--- config.mk ---
export PLATFORM = sky130hd
export DESIGN_NAME = cave_smoothing_filter
export DESIGN_NICKNAME = d
export VERILOG_FILES = /design/src/sv/csf_pkg.sv /design/src/sv/csf_front.sv /design/src/sv/csf_queue.sv /design/src/sv/csf_back.sv /design/src/sv/cave_smoothing_filter.sv
export SDC_FILE = /design/constraint.sdc
export NUM_CORES = 1
export LEC_CHECK = 0
export ABC_AREA = 0
export BUFFER_PORTS_ARGS = -buffer_cell sky130_fd_sc_hd__buf_4
export CORE_MARGIN = 2
export CORE_UTILIZATION = 63
export DETAILED_ROUTE_END_ITERATION = 10
export PLACE_DENSITY = 0.9
export SLEW_MARGIN = 15
export SYNTH_ARGS = -nofsm -noshare
export SYNTH_HDL_FRONTEND = slang
export SYNTH_SLANG_ARGS = --single-unit
--- constraint.sdc ---
create_clock -name clk -period 9.9 [get_ports clk]
set_input_delay 0.495 -clock clk [delete_from_list [all_inputs] [get_ports clk]]
set_output_delay 0.495 -clock clk [all_outputs]
set_load 0.1 [all_outputs]
--- src/sv/csf_pkg.sv ---
// ----------------------------------------------------------------------------
// csf_pkg: shared types and constants of the cave smoothing filter
// Line buffer sizing, register indexes, the configuration bundle and the
// entry format of the queue between the front and back parts.
// ----------------------------------------------------------------------------
package csf_pkg;

  localparam int MAX_WIDTH   = 128;
  localparam int ADDR_W      = $clog2(MAX_WIDTH);
  localparam int COL_W       = $clog2(MAX_WIDTH + 1);
  localparam int ROW_W       = 12;
  localparam int QUEUE_DEPTH = 4;
  localparam int QPTR_W      = $clog2(QUEUE_DEPTH);

  localparam logic [2:0] REG_GRID_WIDTH    = 3'd0;
  localparam logic [2:0] REG_GRID_HEIGHT   = 3'd1;
  localparam logic [2:0] REG_WALL_AT_LEAST = 3'd2;
  localparam logic [2:0] REG_FLOOR_BELOW   = 3'd3;
  localparam logic [2:0] REG_WALL_CODE     = 3'd4;
  localparam logic [2:0] REG_FLOOR_CODE    = 3'd5;

  localparam logic ACTION_CELL  = 1'b0;
  localparam logic ACTION_FLUSH = 1'b1;

  typedef struct packed {
    logic       walkable;
    logic [2:0] tile;
  } cell_t;

  // Effective settings as seen by both parts; sizes are already saturated.
  typedef struct packed {
    logic [COL_W-1:0] width;
    logic [ROW_W-1:0] height;
    logic [3:0]       wall_at_least;
    logic [3:0]       floor_below;
    logic [2:0]       wall_code;
    logic [2:0]       floor_code;
    logic             restart;
  } cfg_t;

  // One window step for the back part: a real or dummy cell and its column.
  typedef struct packed {
    cell_t             grid_cell;
    logic [ADDR_W-1:0] addr;
    logic              emit;
    logic              last;
  } feed_t;

endpackage

--- src/sv/csf_front.sv ---
// ----------------------------------------------------------------------------
// csf_front: input side of the cave smoothing filter
// Accepts items, tracks the raster position and turns cells and flushes
// into window steps for the back part, dropping items that do nothing.
// ----------------------------------------------------------------------------
module csf_front (
  input  logic                clk,
  input  logic                rst,
  input  csf_pkg::cfg_t       cfg,
  input  logic                s_tvalid,
  output logic                s_tready,
  input  logic [7:0]          s_tdata,
  input  logic [0:0]          s_tuser,
  input  logic                q_full,
  output logic                push,
  output csf_pkg::feed_t      push_data
);
  import csf_pkg::*;

  logic [COL_W-1:0] in_col;
  logic [ROW_W-1:0] in_row;
  logic             accept;
  logic             in_frame;
  logic             is_flush;

  assign s_tready = !q_full;
  assign accept   = s_tvalid && s_tready;
  assign is_flush = (s_tuser[0] == ACTION_FLUSH);
  assign in_frame = (in_row < cfg.height);

  always_comb begin
    push_data.grid_cell = cell_t'(s_tdata[3:0]);
    push_data.addr      = in_col[ADDR_W-1:0];
    push_data.emit      = 1'b1;
    push_data.last      = 1'b0;
    push                = 1'b0;
    if (accept) begin
      if (!is_flush) begin
        push = in_frame;
        // A result is due once the cell below and right of it has arrived.
        push_data.emit = (in_row >= ROW_W'(2)) || (in_row == ROW_W'(1) && in_col != '0);
      end else begin
        // Flushes feed dummy cells past the grid; they are masked as out of bounds.
        push                = !in_frame;
        push_data.grid_cell = '0;
        push_data.last      = (in_col == cfg.width);
      end
    end
  end

  always_ff @(posedge clk) begin
    if (rst || cfg.restart) begin
      in_col <= '0;
      in_row <= '0;
    end else if (push) begin
      if (!is_flush) begin
        if (in_col == cfg.width - COL_W'(1)) begin
          in_col <= '0;
          in_row <= in_row + ROW_W'(1);
        end else begin
          in_col <= in_col + COL_W'(1);
        end
      end else if (push_data.last) begin
        in_col <= '0;
        in_row <= '0;
      end else begin
        in_col <= in_col + COL_W'(1);
      end
    end
  end

endmodule

--- src/sv/csf_queue.sv ---
// ----------------------------------------------------------------------------
// csf_queue: short queue between front and back parts
// A small register queue of window steps that lets either side stall.
// ----------------------------------------------------------------------------
module csf_queue (
  input  logic           clk,
  input  logic           rst,
  input  logic           push,
  input  csf_pkg::feed_t push_data,
  input  logic           pop,
  output csf_pkg::feed_t pop_data,
  output logic           full,
  output logic           empty
);
  import csf_pkg::*;

  feed_t             entries [QUEUE_DEPTH];
  logic [QPTR_W-1:0] head;
  logic [QPTR_W-1:0] tail;
  logic [QPTR_W:0]   count;

  assign full     = (count == (QPTR_W + 1)'(QUEUE_DEPTH));
  assign empty    = (count == '0);
  assign pop_data = entries[head];

  always_ff @(posedge clk) begin
    if (push) begin
      entries[tail] <= push_data;
    end
  end

  always_ff @(posedge clk) begin
    if (rst) begin
      head  <= '0;
      tail  <= '0;
      count <= '0;
    end else begin
      if (push) begin
        tail <= tail + QPTR_W'(1);
      end
      if (pop) begin
        head <= head + QPTR_W'(1);
      end
      if (push && !pop) begin
        count <= count + (QPTR_W + 1)'(1);
      end else if (pop && !push) begin
        count <= count - (QPTR_W + 1)'(1);
      end
    end
  end

endmodule

--- src/sv/csf_back.sv ---
// ----------------------------------------------------------------------------
// csf_back: window and decision side of the cave smoothing filter
// Two line buffers feed a 3x3 window; the in-bounds walls around the
// center are counted and the new tile is held in the output register.
// ----------------------------------------------------------------------------
module csf_back (
  input  logic           clk,
  input  logic           rst,
  input  csf_pkg::cfg_t  cfg,
  input  logic           q_empty,
  input  csf_pkg::feed_t q_head,
  output logic           q_pop,
  output logic           m_tvalid,
  input  logic           m_tready,
  output logic [7:0]     m_tdata,
  output logic           m_tlast
);
  import csf_pkg::*;

  cell_t            lb_mid [MAX_WIDTH];
  cell_t            lb_top [MAX_WIDTH];
  cell_t            rd_mid;
  cell_t            rd_top;
  feed_t            a_feed;
  logic             a_valid;
  cell_t            win [3][3];
  logic             b_valid;
  logic             b_last;
  logic [ADDR_W-1:0] kc;
  logic [ROW_W-1:0] kr;
  logic             out_valid;
  logic [2:0]       out_tile;
  logic             out_walk;
  logic             out_last;
  logic             adv;
  logic [3:0]       walls;
  logic             row_ok [3];
  logic             col_ok [3];
  logic [2:0]       tile_next;
  logic             walk_next;
  logic             k_last_col;

  assign adv      = !out_valid || m_tready;
  assign q_pop    = adv && !q_empty;
  assign m_tvalid = out_valid;
  assign m_tdata  = {4'b0000, out_walk, out_tile};
  assign m_tlast  = out_last;
  assign k_last_col = ({1'b0, kc} == cfg.width - COL_W'(1));

  // Line buffers: the middle one holds the previous row, the top one the row
  // before that. A column is read when its step leaves the queue and written
  // when that step moves on out of a_feed, so neighboring steps never hit the same column.
  always_ff @(posedge clk) begin
    if (q_pop) begin
      rd_mid <= lb_mid[q_head.addr];
      rd_top <= lb_top[q_head.addr];
      a_feed <= q_head;
    end
    if (adv && a_valid) begin
      lb_mid[a_feed.addr] <= a_feed.grid_cell;
      lb_top[a_feed.addr] <= rd_mid;
    end
  end

  always_ff @(posedge clk) begin
    if (adv && a_valid) begin
      for (int r = 0; r < 3; r++) begin
        win[r][0] <= win[r][1];
        win[r][1] <= win[r][2];
      end
      win[0][2] <= rd_top;
      win[1][2] <= rd_mid;
      win[2][2] <= a_feed.grid_cell;
    end
    if (adv) begin
      b_last <= a_feed.last;
    end
  end

  always_ff @(posedge clk) begin
    if (rst) begin
      a_valid <= 1'b0;
      b_valid <= 1'b0;
    end else if (adv) begin
      a_valid <= q_pop;
      b_valid <= a_valid && a_feed.emit;
    end
  end

  // Neighbors off the grid are masked by the center cell's row and column.
  always_comb begin
    row_ok[0] = (kr != '0);
    row_ok[1] = 1'b1;
    row_ok[2] = (kr != cfg.height - ROW_W'(1));
    col_ok[0] = (kc != '0);
    col_ok[1] = 1'b1;
    col_ok[2] = !k_last_col;
    walls     = '0;
    for (int r = 0; r < 3; r++) begin
      for (int c = 0; c < 3; c++) begin
        if (!(r == 1 && c == 1) && row_ok[r] && col_ok[c] && !win[r][c].walkable) begin
          walls = walls + 4'd1;
        end
      end
    end
    if (walls >= cfg.wall_at_least) begin
      tile_next = cfg.wall_code;
      walk_next = 1'b0;
    end else if (walls < cfg.floor_below) begin
      tile_next = cfg.floor_code;
      walk_next = 1'b1;
    end else begin
      tile_next = win[1][1].tile;
      walk_next = win[1][1].walkable;
    end
  end

  always_ff @(posedge clk) begin
    if (adv) begin
      out_tile <= tile_next;
      out_walk <= walk_next;
      out_last <= b_last;
    end
  end

  always_ff @(posedge clk) begin
    if (rst) begin
      out_valid <= 1'b0;
    end else if (adv) begin
      out_valid <= b_valid;
    end
  end

  always_ff @(posedge clk) begin
    if (rst || cfg.restart) begin
      kc <= '0;
      kr <= '0;
    end else if (adv && b_valid) begin
      if (b_last) begin
        kc <= '0;
        kr <= '0;
      end else if (k_last_col) begin
        kc <= '0;
        kr <= kr + ROW_W'(1);
      end else begin
        kc <= kc + ADDR_W'(1);
      end
    end
  end

endmodule

--- src/sv/cave_smoothing_filter.sv ---
// ----------------------------------------------------------------------------
// cave_smoothing_filter: one pass of the wall/floor cave smoothing automaton
// Cells enter on the s_ channel in raster order; smoothed cells leave on the
// m_ channel one grid line plus one cell later. A flush item (tuser set)
// after the last cell of a grid pushes out one of the remaining results;
// grid_width + 1 flushes drain a frame, and the result of the final cell
// carries tlast. Cells arriving after a full frame and flushes with nothing
// pending are taken and dropped.
// The block takes one item per clock unless the queue is full: each step does
// one read and one write of the two line buffers, and the window feeds the
// wall count and the output register. A short queue separates input and
// output, so s_tready drops only when the receiver has stalled long enough to
// fill it; m_ data holds while stalled. Reset loads the default grid of 80 by
// 50 with thresholds 5 and 4 and clears the pipeline. Line buffers need no
// clearing pass. Writing the grid width or height restarts the frame.
// The user writes configuration only while idle; the block does not enforce it.
// ----------------------------------------------------------------------------
module cave_smoothing_filter (
  input  logic        clk,
  input  logic        rst,
  input  logic        s_tvalid,
  output logic        s_tready,
  input  logic [7:0]  s_tdata,    // [2:0] cell_tile, [3] cell_walkable
  input  logic [0:0]  s_tuser,    // [0] action
  output logic        m_tvalid,
  input  logic        m_tready,
  output logic [7:0]  m_tdata,    // [2:0] out_tile, [3] out_walkable
  output logic        m_tlast,
  input  logic        cfg_we,
  input  logic [2:0]  cfg_index,
  input  logic [11:0] cfg_data
);
  import csf_pkg::*;

  logic [7:0]  grid_width;
  logic [11:0] grid_height;
  logic [3:0]  wall_at_least;
  logic [3:0]  floor_below;
  logic [2:0]  wall_code;
  logic [2:0]  floor_code;
  cfg_t        cfg;
  logic        q_full;
  logic        q_empty;
  logic        q_push;
  logic        q_pop;
  feed_t       push_data;
  feed_t       q_head;

  always_ff @(posedge clk) begin
    if (rst) begin
      grid_width    <= 8'd80;
      grid_height   <= 12'd50;
      wall_at_least <= 4'd5;
      floor_below   <= 4'd4;
      wall_code     <= 3'd2;
      floor_code    <= 3'd1;
    end else if (cfg_we) begin
      case (cfg_index)
        REG_GRID_WIDTH:    grid_width    <= cfg_data[7:0];
        REG_GRID_HEIGHT:   grid_height   <= cfg_data[11:0];
        REG_WALL_AT_LEAST: wall_at_least <= cfg_data[3:0];
        REG_FLOOR_BELOW:   floor_below   <= cfg_data[3:0];
        REG_WALL_CODE:     wall_code     <= cfg_data[2:0];
        REG_FLOOR_CODE:    floor_code    <= cfg_data[2:0];
        default: ;
      endcase
    end
  end

  // Sizes out of range are saturated here.
  always_comb begin
    if (grid_width < 8'd3) begin
      cfg.width = COL_W'(3);
    end else if (COL_W'(grid_width) > COL_W'(MAX_WIDTH)) begin
      cfg.width = COL_W'(MAX_WIDTH);
    end else begin
      cfg.width = COL_W'(grid_width);
    end
    cfg.height        = (grid_height < 12'd3) ? ROW_W'(3) : ROW_W'(grid_height);
    cfg.wall_at_least = wall_at_least;
    cfg.floor_below   = floor_below;
    cfg.wall_code     = wall_code;
    cfg.floor_code    = floor_code;
    cfg.restart       = cfg_we &&
                        (cfg_index == REG_GRID_WIDTH || cfg_index == REG_GRID_HEIGHT);
  end

  csf_front u_front (
    .clk       (clk),
    .rst       (rst),
    .cfg       (cfg),
    .s_tvalid  (s_tvalid),
    .s_tready  (s_tready),
    .s_tdata   (s_tdata),
    .s_tuser   (s_tuser),
    .q_full    (q_full),
    .push      (q_push),
    .push_data (push_data)
  );

  csf_queue u_queue (
    .clk       (clk),
    .rst       (rst),
    .push      (q_push),
    .push_data (push_data),
    .pop       (q_pop),
    .pop_data  (q_head),
    .full      (q_full),
    .empty     (q_empty)
  );

  csf_back u_back (
    .clk      (clk),
    .rst      (rst),
    .cfg      (cfg),
    .q_empty  (q_empty),
    .q_head   (q_head),
    .q_pop    (q_pop),
    .m_tvalid (m_tvalid),
    .m_tready (m_tready),
    .m_tdata  (m_tdata),
    .m_tlast  (m_tlast)
  );

endmodule

==> impl_metrics.env <==
export IMPL_grt_overflow=0
export IMPL_area_growth_pct=10.1
export IMPL_async_reset_ff_frac=0
export IMPL_max_slew_margin_rel=0.228
export IMPL_grt_usage=0.294
export IMPL_drt_iter0_markers=2429
export IMPL_outcome="complete, no violations"
export IMPL_worstMarginPinSlew_ns=1.16
export IMPL_dieArea_um2=56300
export IMPL_pre_cts_ws_ns=2.03
export IMPL_highest_layer="met4"
export IMPL_synthCells=2010
export IMPL_root_buffer="clkbuf_16"
export IMPL_gp_congestion=0.861
export IMPL_r2r_slack_ns=2.00
export IMPL_grt_max_degree=89
export IMPL_fin_ws_ns=2.00
export IMPL_wl_met3_um=7120
export IMPL_crit_type="flop to flop"
export IMPL_dr_total_vias=19259
export IMPL_leakage_nw=12.1
export IMPL_max_freq_ghz=0.127
export IMPL_cap_violations=0
export IMPL_synthFlopType="edfxtp_1"
export IMPL_cts_sinks=816
export IMPL_clock_skew_ns=0.0410
export IMPL_cp_start_kind="flop"
export IMPL_drive_gt1_frac=0.202
export IMPL_fin_tns_setup_ns=0
export IMPL_wl_um=80500
export IMPL_syn_area_um2=34300
export IMPL_initial_core_util=0.637
export IMPL_cts_path_max_buffers=3
export IMPL_post_synth_top_count_cell="edfxtp_1"
export IMPL_cts_setup_buffers=0
export IMPL_dp_hpwl_um=45700
export IMPL_grt_pass1_vias=19436
export IMPL_seq_area_frac_synth=0.690
export IMPL_clk_pin_slew_worst_paths_ns=0.06
export IMPL_required_ns=10.25
export IMPL_arrival_ns=8.25
export IMPL_synth_edf_count=731
export IMPL_setup_violations_final=0
export IMPL_ctsResizeCount=0
export IMPL_slew_viol_final=0
export IMPL_drc_errors=0
export IMPL_p_per_area_nw_per_um2=277
export IMPL_crit_fanout=20
export IMPL_final_hold_viol_count=0
export IMPL_yosysTopAreaCell="edfxtp_1"
export IMPL_rsz0062_at_grt="false"
export IMPL_antenna_found_initial=0
export IMPL_antenna_left=0
export IMPL_cts_tree="yes"
export IMPL_fin_nets=2104
export IMPL_viasPerCell=6.90
export IMPL_rows=85
export IMPL_die_y_um=237
export IMPL_fin_crit_sh=0.798
export IMPL_ios=40
export IMPL_firstDrtPassIters=8
export IMPL_clock_latency_ns=0.65
export IMPL_synthTopCellsByCount="edfxtp_1, mux4_2, nor2_1"
export IMPL_wl_met1_um=28800
export IMPL_grt_pass1_wl_um=123000
export IMPL_fp_dieW_um=237
export IMPL_yosys_area_top_type_share=0.640
export IMPL_fp_coreArea_um2=53800
export IMPL_ys_types=82
export IMPL_max_vdd_ir_drop_v=0.000190
export IMPL_avgSynthCellArea_um2=17.1
export IMPL_io_buffers=31
export IMPL_met2_length_um=41300
export IMPL_fin_crit_ns=7.90
export IMPL_numCtsBuffers=80
export IMPL_hold_buffers=0
export IMPL_hold_class="primary input to flop"
export IMPL_ys_seq_elements=816
export IMPL_synth_top_cells_by_area="edfxtp_1, mux4_2, dfxtp_1"
export IMPL_yosys_warnings=0
export IMPL_antenna_cells=0
export IMPL_htreeDepth=3
export IMPL_critPathCaptureType="flop"
export IMPL_wl_per_cell_um=28.9
worst max-delay path: stages (launching register included):
cell	delay (ns)
dfxtp_1	0.74
inv_1	0.18
a22oi_1	0.41
ha_1	0.34
or4b_1	0.46
o311ai_1	0.14
xor2_1	0.13
nor4b_2	0.81
a21oi_4	0.19
xor2_1	0.24
nand2_1	0.11
xnor2_1	0.30
ha_1	0.33
xor2_1	0.17
nor3_1	0.06
a31oi_1	0.14
o21ai_0	0.12
ha_1	0.28
or3_1	0.40
o21a_1	0.15
ha_1	0.30
mux2_2	0.28
ha_1	0.27
a21o_1	0.15
a21o_1	0.17
a21oi_1	0.49
nand2b_1	0.18
o211ai_1	0.09
cells by family after synthesis:
family | after synthesis | synth area share
AND/OR/NAND/NOR | 497 | 0.0719
multiplexers | 244 | 0.149
other | 1 | 0.000109
flip-flops | 816 | 0.690
XOR/XNOR | 74 | 0.0200
buffers and inverters | 161 | 0.0189
adder cells (fa/ha/maj) | 42 | 0.0155
AO/OA/AOI/OAI | 175 | 0.0342
path summary, 6_finish.rpt:
check                                       start            endpoint  cells past startpoint
worst max-delay path                grid_width[7]  u_back.out_tile[0]                     27
worst min-delay path                  cfg_data[5]      grid_height[5]                      2
worst max register to register      grid_width[7]  u_back.out_tile[0]                     27
worst min register to register  u_back.win[0][12]   u_back.win[0][16]                      0
report_power, final:
part / internal [mW] / switching [mW]
clock network: 1.74 / 1.35
registers: 4.35 / 0.115
logic: 1.11 / 1.79
cell type report:
| class | count | area, µm² |
|---|---|---|
| flip-flops and latches | 816 | 23700 |
| repair buffers | 53 | 430 |
| multi-input cells | 1036 | 10000 |
| fillers | 3119 | 16100 |
| inverters | 46 | 173 |
| well taps | 696 | 871 |
| clock inverters | 47 | 534 |
| clock buffers | 96 | 2090 |
metrics by stage:
step	cell area, µm²	hold slack, ns	power, mW	utilization	std cells
floorplan	34300	0.400	6.47	-	2013
detailed placement	35100	0.405	7.33	0.652	2646
global placement	35100	0.405	7.14	0.652	2646
global route	37800	0.108	10.7	0.702	2790
finish	37800	0.121	10.4	0.702	2790
CTS	37700	0.0940	10.4	0.701	2789
routing by layer:
| layer | global-route usage | vias up |
|---|---|---|
| li1 | - | 7938 |
| met1 | 0.381 | 9793 |
| met2 | 0.500 | 1279 |
| met3 | 0.0574 | 249 |
| met4 | 0.109 | 0 |
| met5 | 0 | - |
registers in the layout (all words and copies together) (netlist names), 2 cells and up, named ones only:
register,flops
u_back.kc,7
u_queue.head,2
u_queue.count,3
u_back.win,15
u_back.lb_top,128
grid_width,8
grid_height,12
u_back.out_tile,3
u_back.kr,12
u_front.in_col,8
u_queue.entries,52
u_back.lb_mid,512
u_front.in_row,12
u_queue.tail,2
wall_at_least,4
floor_below,4
wall_code,3
u_back.rd_mid,4
floor_code,3
u_back.a_feed,13
cell usage in the layout (no fill, tap or decap), drive strengths merged, types with 41 or more instances in the layout:
cell type	count
edfxtp	731
mux4	213
nor2	201
clkbuf	96
nand2	94
dfxtp	85
a21oi	66
buf	53
inv	49
xnor2	43
ha	41
(Power assumes the default switching activity.)
